$ cat config.mk
export PLATFORM = sky130hd
export DESIGN_NAME = bsm_div
export DESIGN_NICKNAME = d
export VERILOG_FILES = /design/src/hw/rtl/bsm_pkg.sv /design/src/hw/rtl/bsm_div.sv
export SDC_FILE = /design/constraint.sdc
export NUM_CORES = 1
export LEC_CHECK = 0
export BUFFER_PORTS_ARGS = -buffer_cell sky130_fd_sc_hd__buf_2
export CAP_MARGIN = 5
export CORE_MARGIN = 2
export CORE_UTILIZATION = 29
export CTS_CLUSTER_DIAMETER = 120
export DETAILED_ROUTE_END_ITERATION = 7
export SLEW_MARGIN = 0
export SYNTH_ARGS = -nofsm -noshare
export SYNTH_HDL_FRONTEND = slang
export SYNTH_SLANG_ARGS = --single-unit
$ cat constraint.sdc
create_clock -name clk -period 5.1 [get_ports clk]
set_clock_uncertainty 0.1 [all_clocks]
set_input_delay 0.51 -clock clk [delete_from_list [all_inputs] [get_ports clk]]
set_output_delay 0.51 -clock clk [all_outputs]
set_load 0.05 [all_outputs]
$ cat src/hw/rtl/bsm_pkg.sv
// Shared constants, register indexes and types of the battery sag monitor.
// Used by every RTL file of the block; depends on nothing else.
`timescale 1ns / 1ps
`default_nettype none

package bsm_pkg;

    localparam int FRAC_BITS          = 16;
    localparam int BSM_NUM_CANDIDATES = 12;
    localparam int BSM_CHARGE_SHIFT   = 22;
    localparam int VCOMP_SHIFT        = FRAC_BITS - 4;
    localparam int SCORE_W            = 58;

    localparam logic [15:0] THROTTLE_PAUSE = 16'd6553;
    localparam logic [11:0] ABS_FLOOR_MV   = 12'd2700;
    localparam logic [10:0] STEP_MV        = 11'd100;
    localparam logic [19:0] ENERGY_CLAMP   = 20'hFFFFF;

    localparam logic [2:0] REG_CELL_COUNT    = 3'd0;
    localparam logic [2:0] REG_LOW_THRESHOLD = 3'd1;
    localparam logic [2:0] REG_FILTERED_ONLY = 3'd2;
    localparam logic [2:0] REG_DISPLAY_ALPHA = 3'd3;
    localparam logic [2:0] REG_DECAY_COEFF   = 3'd4;
    localparam logic [2:0] REG_HYSTERESIS    = 3'd5;
    localparam logic [2:0] REG_HIGHPASS      = 3'd6;
    localparam logic [2:0] REG_SCORE_COEFF   = 3'd7;

    localparam logic [3:0]  RST_CELL_COUNT    = 4'd1;
    localparam logic [12:0] RST_LOW_THRESHOLD = 13'd3300;
    localparam logic [15:0] RST_DISPLAY_ALPHA = 16'd2048;
    localparam logic [15:0] RST_DECAY_COEFF   = 16'd65532;
    localparam logic [9:0]  RST_HYSTERESIS    = 10'd100;
    localparam logic [15:0] RST_HIGHPASS      = 16'd65470;
    localparam logic [15:0] RST_SCORE_COEFF   = 16'd65535;

    typedef struct packed {
        logic signed [31:0]  prev_in;
        logic signed [31:0]  prev_out;
        logic [SCORE_W-1:0]  score;
    } cand_entry_t;

endpackage

`default_nettype wire

$ cat src/hw/rtl/bsm_div.sv
// Restoring divider of a 16-bit value by a 4-bit cell count, one bit per cycle.
// Uses bsm_pkg for the house conventions only.
`timescale 1ns / 1ps
`default_nettype none

module bsm_div
    import bsm_pkg::*;
(
    input  wire logic        clk,
    input  wire logic        rst_n,
    input  wire logic        start,
    input  wire logic [15:0] dividend,
    input  wire logic [3:0]  divisor,
    output logic             done,
    output logic [15:0]      quotient
);

    logic        busy_reg;
    logic        done_reg;
    logic [3:0]  cnt_reg;
    logic [3:0]  rem_reg;
    logic [15:0] quo_reg;
    logic [3:0]  div_reg;
    logic [4:0]  trial;
    logic        fits;

    assign trial = {rem_reg, quo_reg[15]};
    assign fits  = trial >= {1'b0, div_reg};

    always_ff @(posedge clk or negedge rst_n)
    begin
        if (!rst_n)
        begin
            busy_reg <= 1'b0;
            done_reg <= 1'b0;
            cnt_reg  <= '0;
        end
        else
        begin
            done_reg <= 1'b0;
            if (start)
            begin
                busy_reg <= 1'b1;
                cnt_reg  <= '0;
            end
            else if (busy_reg)
            begin
                cnt_reg <= cnt_reg + 4'd1;
                if (cnt_reg == 4'd15)
                begin
                    busy_reg <= 1'b0;
                    done_reg <= 1'b1;
                end
            end
        end
    end

    always_ff @(posedge clk)
    begin
        if (start)
        begin
            rem_reg <= '0;
            quo_reg <= dividend;
            div_reg <= divisor;
        end
        else if (busy_reg)
        begin
            rem_reg <= fits ? 4'(trial - {1'b0, div_reg}) : trial[3:0];
            quo_reg <= {quo_reg[14:0], fits};
        end
    end

    assign done     = done_reg;
    assign quotient = quo_reg;

endmodule

`default_nettype wire

==> flow_summary.yaml <==
timing:
  hold_viol: 0
  setup_violations: 0
  finalCritPeriodShare_pct: 39.5
  timing.final.ws_setup_ns: 3.09
  fin_setup_tns_ns: 0
  min_period_ns: 2.01
  slew_headroom_pct: 57.9
  worstMarginPinSlew_ns: 0.632
  rsz0062_at_grt: "false"
  fmax_mhz: 497
  maxSlewViolCount: 0
  fin_hold_ws_ns: 0.310
die:
  die_y_um: 73.6
  fp-row-count: 25
  start_util_pct: 29.9
  dieWidth_um: 73.6
  die_area_mm2: 0.00541
  fp.coreArea_mm2: 0.00469
  ios: 40
critical_path:
  cp-start-kind: "register"
  timing.rr.end: "quotient[0]"
  crit_type: "reg -> reg"
  path_max_fanout: 5
  crit_chain: "inv_1, ha_1, nor2b_1, o221a_4, or2_4, mux2_2"
  critical_path_required_ns: 5.03
  r2r_start: "div_reg[1]"
  r2r_slack_ns: 3.09
  cp-end-kind: "register"
  ff2ff_path_depth: 6
  critical-path-slowest-cell: "edfxtp_1"
  arrival_ns: 1.94
  critPathMaxStageDelay_ns: 0.42
finish:
  utilization_pct: 38.2
  fin_nets: 173
  stdcell_count: 199
  drive_gt1_share_pct: 46.2
  diodes: 0
  final_area_mm2: 0.00179
  largest_register_ff_count: 16
  syn2layout_area_growth_pct: 27.6
detailed_routing:
  postRouteAntennaNets: 0
  route.vias.total: 913
  wl_um: 2710
  drcViolationCount: 0
  drt_iter0_markers: 67
  firstDrtPassIters: 4
  wl_per_cell_um: 13.6
  vias_per_cell: 4.59
clock_network:
  clock_sinks: 30
  cts_setup_buffers: 0
  clkLatencyLatePin_ns: 0.27
  cts_buffers: 5
  cts-root-buf: "clkbuf_8"
  postCtsHoldBufs: 1
  cts_resized: 0
  clk_pin_slew_ns: 0.06
  cts_buffer_depth: 2
  cts_tree: "done"
  cts_max_level: 2
synthesis:
  ys_types: 32
  ys_ff_latch: 30
  synth_top_family_by_area: "multiplexers"
  yosys.area_share.simple_pct: 8.91
  synth_compound_area_share_pct: 7.13
  syn_area_mm2: 0.00140
  synthCells: 101
  synth_top_area_cell: "edfxtp_1"
  synth_xor_area_share_pct: 2.50
  yosys-top-cells-area: "edfxtp_1, mux2_2, dfrtp_1, dfxtp_1, ha_1"
  synthArstFlopShare_pct: 20.0
  yosysTopAreaCellShare_pct: 42.8
  synthFlopType: "edfxtp_1"
  syn-num-nets: 130
  ys_seq_area_share_pct: 59.2
  synth-edff-count: 20
  synth_mux_area_share_pct: 13.5
  yosys.area_share.adder_pct: 5.88
  yosysWarnings: 0
  syn_area_per_cell_um2: 13.9
min_path:
  hold_depth: 1
  hold_start: "divisor[2]"
  hp-class: "in -> reg"
  hold_end: "div_reg[2]"
place:
  place.gp.congestion: 0.787
  dpl_cell_area_mm2: 0.00165
  io_buffers: 39
  dpl.hpwl_um: 2010
  dp_slack_ns: 3.10
  placed_cells: 190
grt:
  antenna_found_initial: 0
  overflow: 0
  grt_pass1_wl_um: 4080
  grt_pass1_vias: 896
  globalRouteTotalUtil_pct: 10.3
  grt_max_degree: 33
power:
  power.density_mw_per_mm2: 470
  ir_drop_mv: 0.188
  finalPower_uw: 842
  leakage_nw: 0.784
flow_run:
  max-cap-violations: 0
run_status:
  status: "completed"
[metal layers]
| metal | up-vias | wire length (µm) | global-route usage (%) |
|---|---|---|---|
| li1 | 460 | - | - |
| met1 | 440 | 1090 | 11.1 |
| met2 | 11 | 1500 | 17.4 |
| met3 | 2 | 86 | 4.53 |
| met4 | 0 | 27 | 4.85 |
| met5 | - | 0 | 0 |
[cell usage after synthesis (all sizes together) (3+ instances only)]
cell type,count
edfxtp,20
or2,3
xor2,3
nand2,3
buf,3
dfxtp,4
inv,6
nor2b,3
dfrtp,6
ha,5
nor2,6
mux2,16
[worst max-delay path: cells and delay by family (launching register included)]
kind	cells	cell delay, ns
and+or+nand+nor	2	0.41
adders and majority gates	1	0.24
DFF	1	0.42
buffers and inverters	1	0.08
muxes	1	0.27
AOI/OAI and AO/OA	1	0.26
[where the power goes]
group          leakage [nW]  switching (mW)  internal [mW]  total (mW)
Combinational         0.400           0.146         0.0916       0.237
Sequential            0.318          0.0226          0.302       0.324
Clock                0.0658          0.0866          0.193       0.280
Total                 0.784           0.255          0.587       0.842
[cell families (layout without fill, tap and decap cells)]
family,Yosys count,after routing
DFF,30,30
and+or+nand+nor,22,22
AOI/OAI and AO/OA,12,12
adders and majority gates,6,6
xor gates and xnor gates,4,4
buffers and inverters,10,54
muxes,17,17
[final cells by class]
| type | count | area, µm² |
|---|---|---|
| clock buffers | 5 | 68.8 |
| clock inverters | 3 | 63.8 |
| fillers | 460 | 2900 |
| inverters | 6 | 22.5 |
| multi-input cells | 61 | 533 |
| flip-flops and latches | 30 | 831 |
| well taps | 54 | 67.6 |
| repair buffers | 40 | 205 |
[how the worst max path moves through the flow]
stage	start	to	slack [ns]	cells after the start
after floorplan	quotient[15]	quotient[0]	3.02	6
final	div_reg[1]	quotient[0]	3.09	6
after global routing	div_reg[1]	quotient[0]	3.03	6
after detailed placement	start	quotient[9]	3.10	2
after global placement	div_reg[1]	quotient[0]	3.14	6
after CTS	div_reg[1]	quotient[0]	3.09	6
[cell usage in the layout (no fill, tap or decap), drive strengths merged, types with 2 or more instances in the layout]
cell and count:
nand4 2, dfrtp 6, dfxtp 4, ha 5
nor2b 3, a311oi 2, xor2 3, o21bai 2
o22ai 2, inv 6, bufinv 2, nand2 3
or2 3, buf 39, clkbuf 5, edfxtp 20
o21ai 2, a21o 2, nor2 6, nor4b 2
mux2 16
(Power assumes the default switching activity.)
