$ cat config.mk
export PLATFORM = sky130hd
export DESIGN_NAME = bsm_cand_ram
export DESIGN_NICKNAME = d
export VERILOG_FILES = /design/src/hw/rtl/bsm_pkg.sv /design/src/hw/rtl/bsm_cand_ram.sv
export SDC_FILE = /design/constraint.sdc
export NUM_CORES = 1
export LEC_CHECK = 0
export BUFFER_PORTS_ARGS = -buffer_cell sky130_fd_sc_hd__buf_2
export CAP_MARGIN = 5
export CORE_MARGIN = 1.5
export CORE_UTILIZATION = 51
export CTS_CLUSTER_SIZE = 14
export DETAILED_ROUTE_END_ITERATION = 7
export PLACE_DENSITY = 0.77
export SYNTH_ARGS = -nofsm -noshare
export SYNTH_HDL_FRONTEND = slang
export SYNTH_SLANG_ARGS = --single-unit
$ cat constraint.sdc
create_clock -name clk -period 2 [get_ports clk]
set_input_delay 0.3 -clock clk [delete_from_list [all_inputs] [get_ports clk]]
set_output_delay 0.3 -clock clk [all_outputs]
set_load 0.005 [all_outputs]
$ cat src/hw/rtl/bsm_pkg.sv
// Shared constants, register indexes and types of the battery sag monitor.
// Used by every RTL file of the block; depends on nothing else.
`timescale 1ns / 1ps
`default_nettype none

package bsm_pkg;

    localparam int FRAC_BITS          = 16;
    localparam int BSM_NUM_CANDIDATES = 12;
    localparam int BSM_CHARGE_SHIFT   = 22;
    localparam int VCOMP_SHIFT        = FRAC_BITS - 4;
    localparam int SCORE_W            = 58;

    localparam logic [15:0] THROTTLE_PAUSE = 16'd6553;
    localparam logic [11:0] ABS_FLOOR_MV   = 12'd2700;
    localparam logic [10:0] STEP_MV        = 11'd100;
    localparam logic [19:0] ENERGY_CLAMP   = 20'hFFFFF;

    localparam logic [2:0] REG_CELL_COUNT    = 3'd0;
    localparam logic [2:0] REG_LOW_THRESHOLD = 3'd1;
    localparam logic [2:0] REG_FILTERED_ONLY = 3'd2;
    localparam logic [2:0] REG_DISPLAY_ALPHA = 3'd3;
    localparam logic [2:0] REG_DECAY_COEFF   = 3'd4;
    localparam logic [2:0] REG_HYSTERESIS    = 3'd5;
    localparam logic [2:0] REG_HIGHPASS      = 3'd6;
    localparam logic [2:0] REG_SCORE_COEFF   = 3'd7;

    localparam logic [3:0]  RST_CELL_COUNT    = 4'd1;
    localparam logic [12:0] RST_LOW_THRESHOLD = 13'd3300;
    localparam logic [15:0] RST_DISPLAY_ALPHA = 16'd2048;
    localparam logic [15:0] RST_DECAY_COEFF   = 16'd65532;
    localparam logic [9:0]  RST_HYSTERESIS    = 10'd100;
    localparam logic [15:0] RST_HIGHPASS      = 16'd65470;
    localparam logic [15:0] RST_SCORE_COEFF   = 16'd65535;

    typedef struct packed {
        logic signed [31:0]  prev_in;
        logic signed [31:0]  prev_out;
        logic [SCORE_W-1:0]  score;
    } cand_entry_t;

endpackage

`default_nettype wire

$ cat src/hw/rtl/bsm_cand_ram.sv
// Candidate state memory: one write port, one registered read port.
// Per-entry valid bits make unwritten entries read as zero. Uses bsm_pkg.
`timescale 1ns / 1ps
`default_nettype none

module bsm_cand_ram
    import bsm_pkg::*;
#(
    parameter int NUM_CANDIDATES = BSM_NUM_CANDIDATES,
    parameter int AW             = $clog2(NUM_CANDIDATES)
)
(
    input  wire logic        clk,
    input  wire logic        rst_n,
    input  wire logic        we,
    input  wire logic [AW-1:0] waddr,
    input  wire cand_entry_t wdata,
    input  wire logic [AW-1:0] raddr,
    output cand_entry_t      rdata
);

    cand_entry_t mem [NUM_CANDIDATES];
    logic [NUM_CANDIDATES-1:0] valid_reg;
    cand_entry_t rdata_reg;

    always_ff @(posedge clk)
    begin
        if (we)
        begin
            mem[waddr] <= wdata;
        end
        rdata_reg <= valid_reg[raddr] ? mem[raddr] : '0;
    end

    always_ff @(posedge clk or negedge rst_n)
    begin
        if (!rst_n)
        begin
            valid_reg <= '0;
        end
        else if (we)
        begin
            valid_reg[waddr] <= 1'b1;
        end
    end

    assign rdata = rdata_reg;

endmodule

`default_nettype wire

==> flow_results.xml <==
<?xml version="1.0" encoding="UTF-8"?>
<metrics>
  <group name="logic_synthesis">
    <metric name="asyncSetResetFlopFracSynth" unit="%">0.7509</metric>
    <metric name="yosys_register_bits" unit="">1598</metric>
    <metric name="synth_cell_types" unit="">22</metric>
    <metric name="syn-num-nets" unit="">2638</metric>
    <metric name="most_numerous_cell_in_the_yosys_netlist" unit="">sky130_fd_sc_hd__edfxtp_1</metric>
    <metric name="synth-edff-count" unit="">1464</metric>
    <metric name="synth-warning-count" unit="">0</metric>
    <metric name="synth_largest_area_cell" unit="">sky130_fd_sc_hd__edfxtp_1</metric>
    <metric name="netlist_area" unit="um2">57880</metric>
    <metric name="synthesis.area_per_instance" unit="um2">23.10</metric>
    <metric name="synth.top_cells.by_count" unit="">1,464 x sky130_fd_sc_hd__edfxtp_1, 369 x sky130_fd_sc_hd__mux4_2, 123 x sky130_fd_sc_hd__nand2_1</metric>
    <metric name="synth_ff_type" unit="">sky130_fd_sc_hd__edfxtp_1</metric>
    <metric name="synth_top_area_share" unit="%">75.96</metric>
    <metric name="synth_seq_area_share" unit="%">80.70</metric>
    <metric name="netlist_top_cells_area" unit="">sky130_fd_sc_hd__edfxtp_1 76%, sky130_fd_sc_hd__mux4_2 14%, sky130_fd_sc_hd__dfxtp_1 4.2%, sky130_fd_sc_hd__a22oi_1 1.6%, sky130_fd_sc_hd__a21oi_1 1.1%</metric>
    <metric name="synthCells" unit="">2505</metric>
  </group>
  <group name="placed_design">
    <metric name="post_dp_area" unit="um2">63610</metric>
    <metric name="dp.cells" unit="">4322</metric>
    <metric name="placement.io_buffers" unit="">254</metric>
    <metric name="gp_congestion" unit="">0.7689</metric>
    <metric name="place_ws" unit="ps">6.839</metric>
    <metric name="place.detailed.hpwl" unit="um">79200</metric>
  </group>
  <group name="global_route">
    <metric name="wire_length_of_the_first_global_routing_pass" unit="um">200300</metric>
    <metric name="globalRoute.totalOverflow" unit="">0</metric>
    <metric name="largest_net_degree_at_the_start_of_global_routing" unit="">80</metric>
    <metric name="first_global_vias" unit="">30410</metric>
    <metric name="grt_antenna_before_repair" unit="">17</metric>
    <metric name="global_route.usage.total" unit="%">23.73</metric>
  </group>
  <group name="final_layout">
    <metric name="largest_register_ffs" unit="">1464</metric>
    <metric name="post_route_cells_drive_above_1_share" unit="%">33.00</metric>
    <metric name="finish.instance_area" unit="um2">69860</metric>
    <metric name="layout_cells_excl_fill" unit="">4734</metric>
    <metric name="final_net_count" unit="">3235</metric>
    <metric name="synthToLayoutAreaGrowth" unit="%">20.71</metric>
  </group>
  <group name="hold_path">
    <metric name="holdPathStages" unit="">4</metric>
    <metric name="timing.hold.worst.class" unit="">primary input to flop</metric>
  </group>
  <group name="cts">
    <metric name="number_of_setup_buffers_added_after_cts" unit="">0</metric>
    <metric name="tritoncts.num_buffers" unit="">153</metric>
    <metric name="ctsHtreeMaxLevel" unit="">4</metric>
    <metric name="cts_hold_buffers" unit="">125</metric>
    <metric name="worst_setup_hold_path_clk_slew" unit="ps">70</metric>
    <metric name="cts_resized" unit="">0</metric>
    <metric name="clock_latency" unit="ps">770</metric>
    <metric name="clk_path_buf_depth" unit="">3</metric>
    <metric name="clock-root-buffer" unit="">sky130_fd_sc_hd__clkbuf_16</metric>
    <metric name="number_of_sinks_handled_by_clock_tree_synthesis" unit="">1598</metric>
    <metric name="cts_tree" unit="">built</metric>
  </group>
  <group name="critical_path">
    <metric name="worstPathArrival" unit="ps">2510</metric>
    <metric name="worstSetupPathType" unit="">flop to flop</metric>
    <metric name="cpPeakStageDelay" unit="ps">470</metric>
    <metric name="timing.critical_path.required" unit="ps">2620</metric>
    <metric name="cp_slowest_cell" unit="">sky130_fd_sc_hd__mux4_2</metric>
    <metric name="worst-r2r-cell-count" unit="">6</metric>
    <metric name="worst-path-buf-inv" unit="">2</metric>
    <metric name="critPathLaunchType" unit="">flop</metric>
    <metric name="crit_path_max_delay_family" unit="">multiplexers</metric>
    <metric name="timing.critical_path.mode_cell" unit="">sky130_fd_sc_hd__buf_12</metric>
    <metric name="endpoint_kind" unit="">flop</metric>
    <metric name="worstSetupPathDepth" unit="">6</metric>
    <metric name="timing.critical_path.cells" unit="">mux4_2, mux2i_1, o21a_4, buf_12, buf_12, a21oi_1</metric>
    <metric name="worstPathMaxFanout" unit="">28</metric>
  </group>
  <group name="die">
    <metric name="rows" unit="">123</metric>
    <metric name="design.die.area" unit="um2">115500</metric>
    <metric name="start_util" unit="%">51.45</metric>
    <metric name="chipWidth" unit="um">339.9</metric>
    <metric name="die-height" unit="um">339.9</metric>
    <metric name="io_pins" unit="">255</metric>
    <metric name="core_region_area" unit="um2">112500</metric>
  </group>
  <group name="status">
    <metric name="outcome" unit="">complete, no violations</metric>
  </group>
  <group name="detailed_routing">
    <metric name="drc_errors" unit="">0</metric>
    <metric name="vias" unit="">28630</metric>
    <metric name="detail_route.vias_per_cell" unit="">6.048</metric>
    <metric name="postRouteWirelength" unit="um">135100</metric>
    <metric name="drt-initial-drc-count" unit="">3116</metric>
    <metric name="wl_cell" unit="um">28.54</metric>
    <metric name="detailed_routing_iteration_count_for_the_pre_antenna_repair_pass" unit="">8</metric>
    <metric name="final_antenna_net_count" unit="">0</metric>
  </group>
  <group name="power">
    <metric name="p_leak" unit="nW">23.02</metric>
    <metric name="cell_pwr_density" unit="nW/um2">1013</metric>
    <metric name="vdd_ir_drop_max" unit="uV">808.0</metric>
  </group>
  <group name="timing">
    <metric name="timing.final.crit_share" unit="%">94.59</metric>
    <metric name="fmax" unit="MHz">528.6</metric>
    <metric name="timing.slew.headroom" unit="%">62.61</metric>
    <metric name="final-setup-viol-count" unit="">0</metric>
    <metric name="summed_negative_setup_slack_over_all_endpoints" unit="ps">0</metric>
    <metric name="worst-slew-pin-transition" unit="ps">560.8</metric>
    <metric name="period_needed" unit="ps">1892</metric>
    <metric name="clock_skew" unit="ps">33.37</metric>
    <metric name="max_slew_violation_count" unit="">0</metric>
    <metric name="finalHoldViolCount" unit="">0</metric>
    <metric name="finalHoldWorstSlack" unit="ps">142.1</metric>
    <metric name="rsz_0062_raised_after_global_routing" unit="">false</metric>
    <metric name="final.setup.worst_slack" unit="ps">108.1</metric>
  </group>
  <group name="job">
    <metric name="drv_cap" unit="">0</metric>
  </group>
</metrics>
-- stage by stage --
stage / utilization [%] / total power [W]
detailed placement: 56.54 / 0.04263
finish: 62.10 / 0.07075
global placement: 56.54 / 0.04244
global route: 62.09 / 0.07269
floorplan: - / 0.04042
CTS: 62.09 / 0.07112
-- path summary, 6_finish.rpt --
check / from / to / slack [ps]
worst max register to register: valid_reg[11]$_DFFE_PN0P_ / rdata[96]$_SDFF_PN0_ / 110
min in group asynchronous: rst_n / valid_reg[10]$_DFFE_PN0P_ / 530
max in group asynchronous: rst_n / valid_reg[1]$_DFFE_PN0P_ / 400
worst min register to register: valid_reg[10]$_DFFE_PN0P_ / valid_reg[10]$_DFFE_PN0P_ / 470
worst min-delay path: raddr[3] / rdata[22]$_SDFF_PN0_ / 140
worst max-delay path: valid_reg[11]$_DFFE_PN0P_ / rdata[96]$_SDFF_PN0_ / 110
-- power by group --
part | switching, W | total, W | internal, W
sequential | 0.000422 | 0.0379 | 0.0374
clock | 0.0122 | 0.0286 | 0.0164
combinational | 0.00233 | 0.00432 | 0.00199
total | 0.0150 | 0.0707 | 0.0558
-- cell usage in the layout, fill, tap and decap left out, drive strengths merged --
cell,n
edfxtp,1464
buf,454
mux4,369
clkbuf,213
dlygate4sd3,125
nand2,123
a22oi,122
a21oi,122
dfxtp,122
clkinv,51
or2,12
dfrtp,12
bufinv,11
nor2,10
inv,7
diode,4
nand3b,3
nor3,3
nand2b,2
or3b,1
nor2b,1
mux2i,1
o21a,1
clkinvlp,1
-- kinds of logic (layout without fill, tap and decap cells) --
logic type / after synthesis / in the layout / share of synthesized area (%)
DFF: 1598 / 1598 / 80.70
and+or+nand+nor: 155 / 155 / 1.109
other: 0 / 4 / 0
muxes: 370 / 370 / 14.38
buffers and inverters: 137 / 862 / 1.165
AOI/OAI and AO/OA: 245 / 245 / 2.650
-- layout make-up --
class                   instances  area (um2)
well taps                    1500        1877
multi-input cells             770       10620
fillers                      7190       42640
clock inverters                70       748.2
flip-flops and latches       1598       46700
clock buffers                 213        4239
diodes                          4       10.01
repair buffers                579        5662
-- layer usage --
metal	vias up	track usage, %	routed length (um)
met1	15108	32.58	52670
met2	1481	38.44	66990
met4	20	7.543	3531
met3	262	5.099	11830
li1	11759	-	-
met5	-	0	115
-- worst register-to-register path, stage by stage (launching register included) --
cell	delay (ps)
sky130_fd_sc_hd__dfrtp_1	380
sky130_fd_sc_hd__mux4_2	470
sky130_fd_sc_hd__mux2i_1	190
sky130_fd_sc_hd__o21a_4	180
sky130_fd_sc_hd__buf_12	250
sky130_fd_sc_hd__buf_12	220
sky130_fd_sc_hd__a21oi_1	70
(Power assumes the default switching activity.)
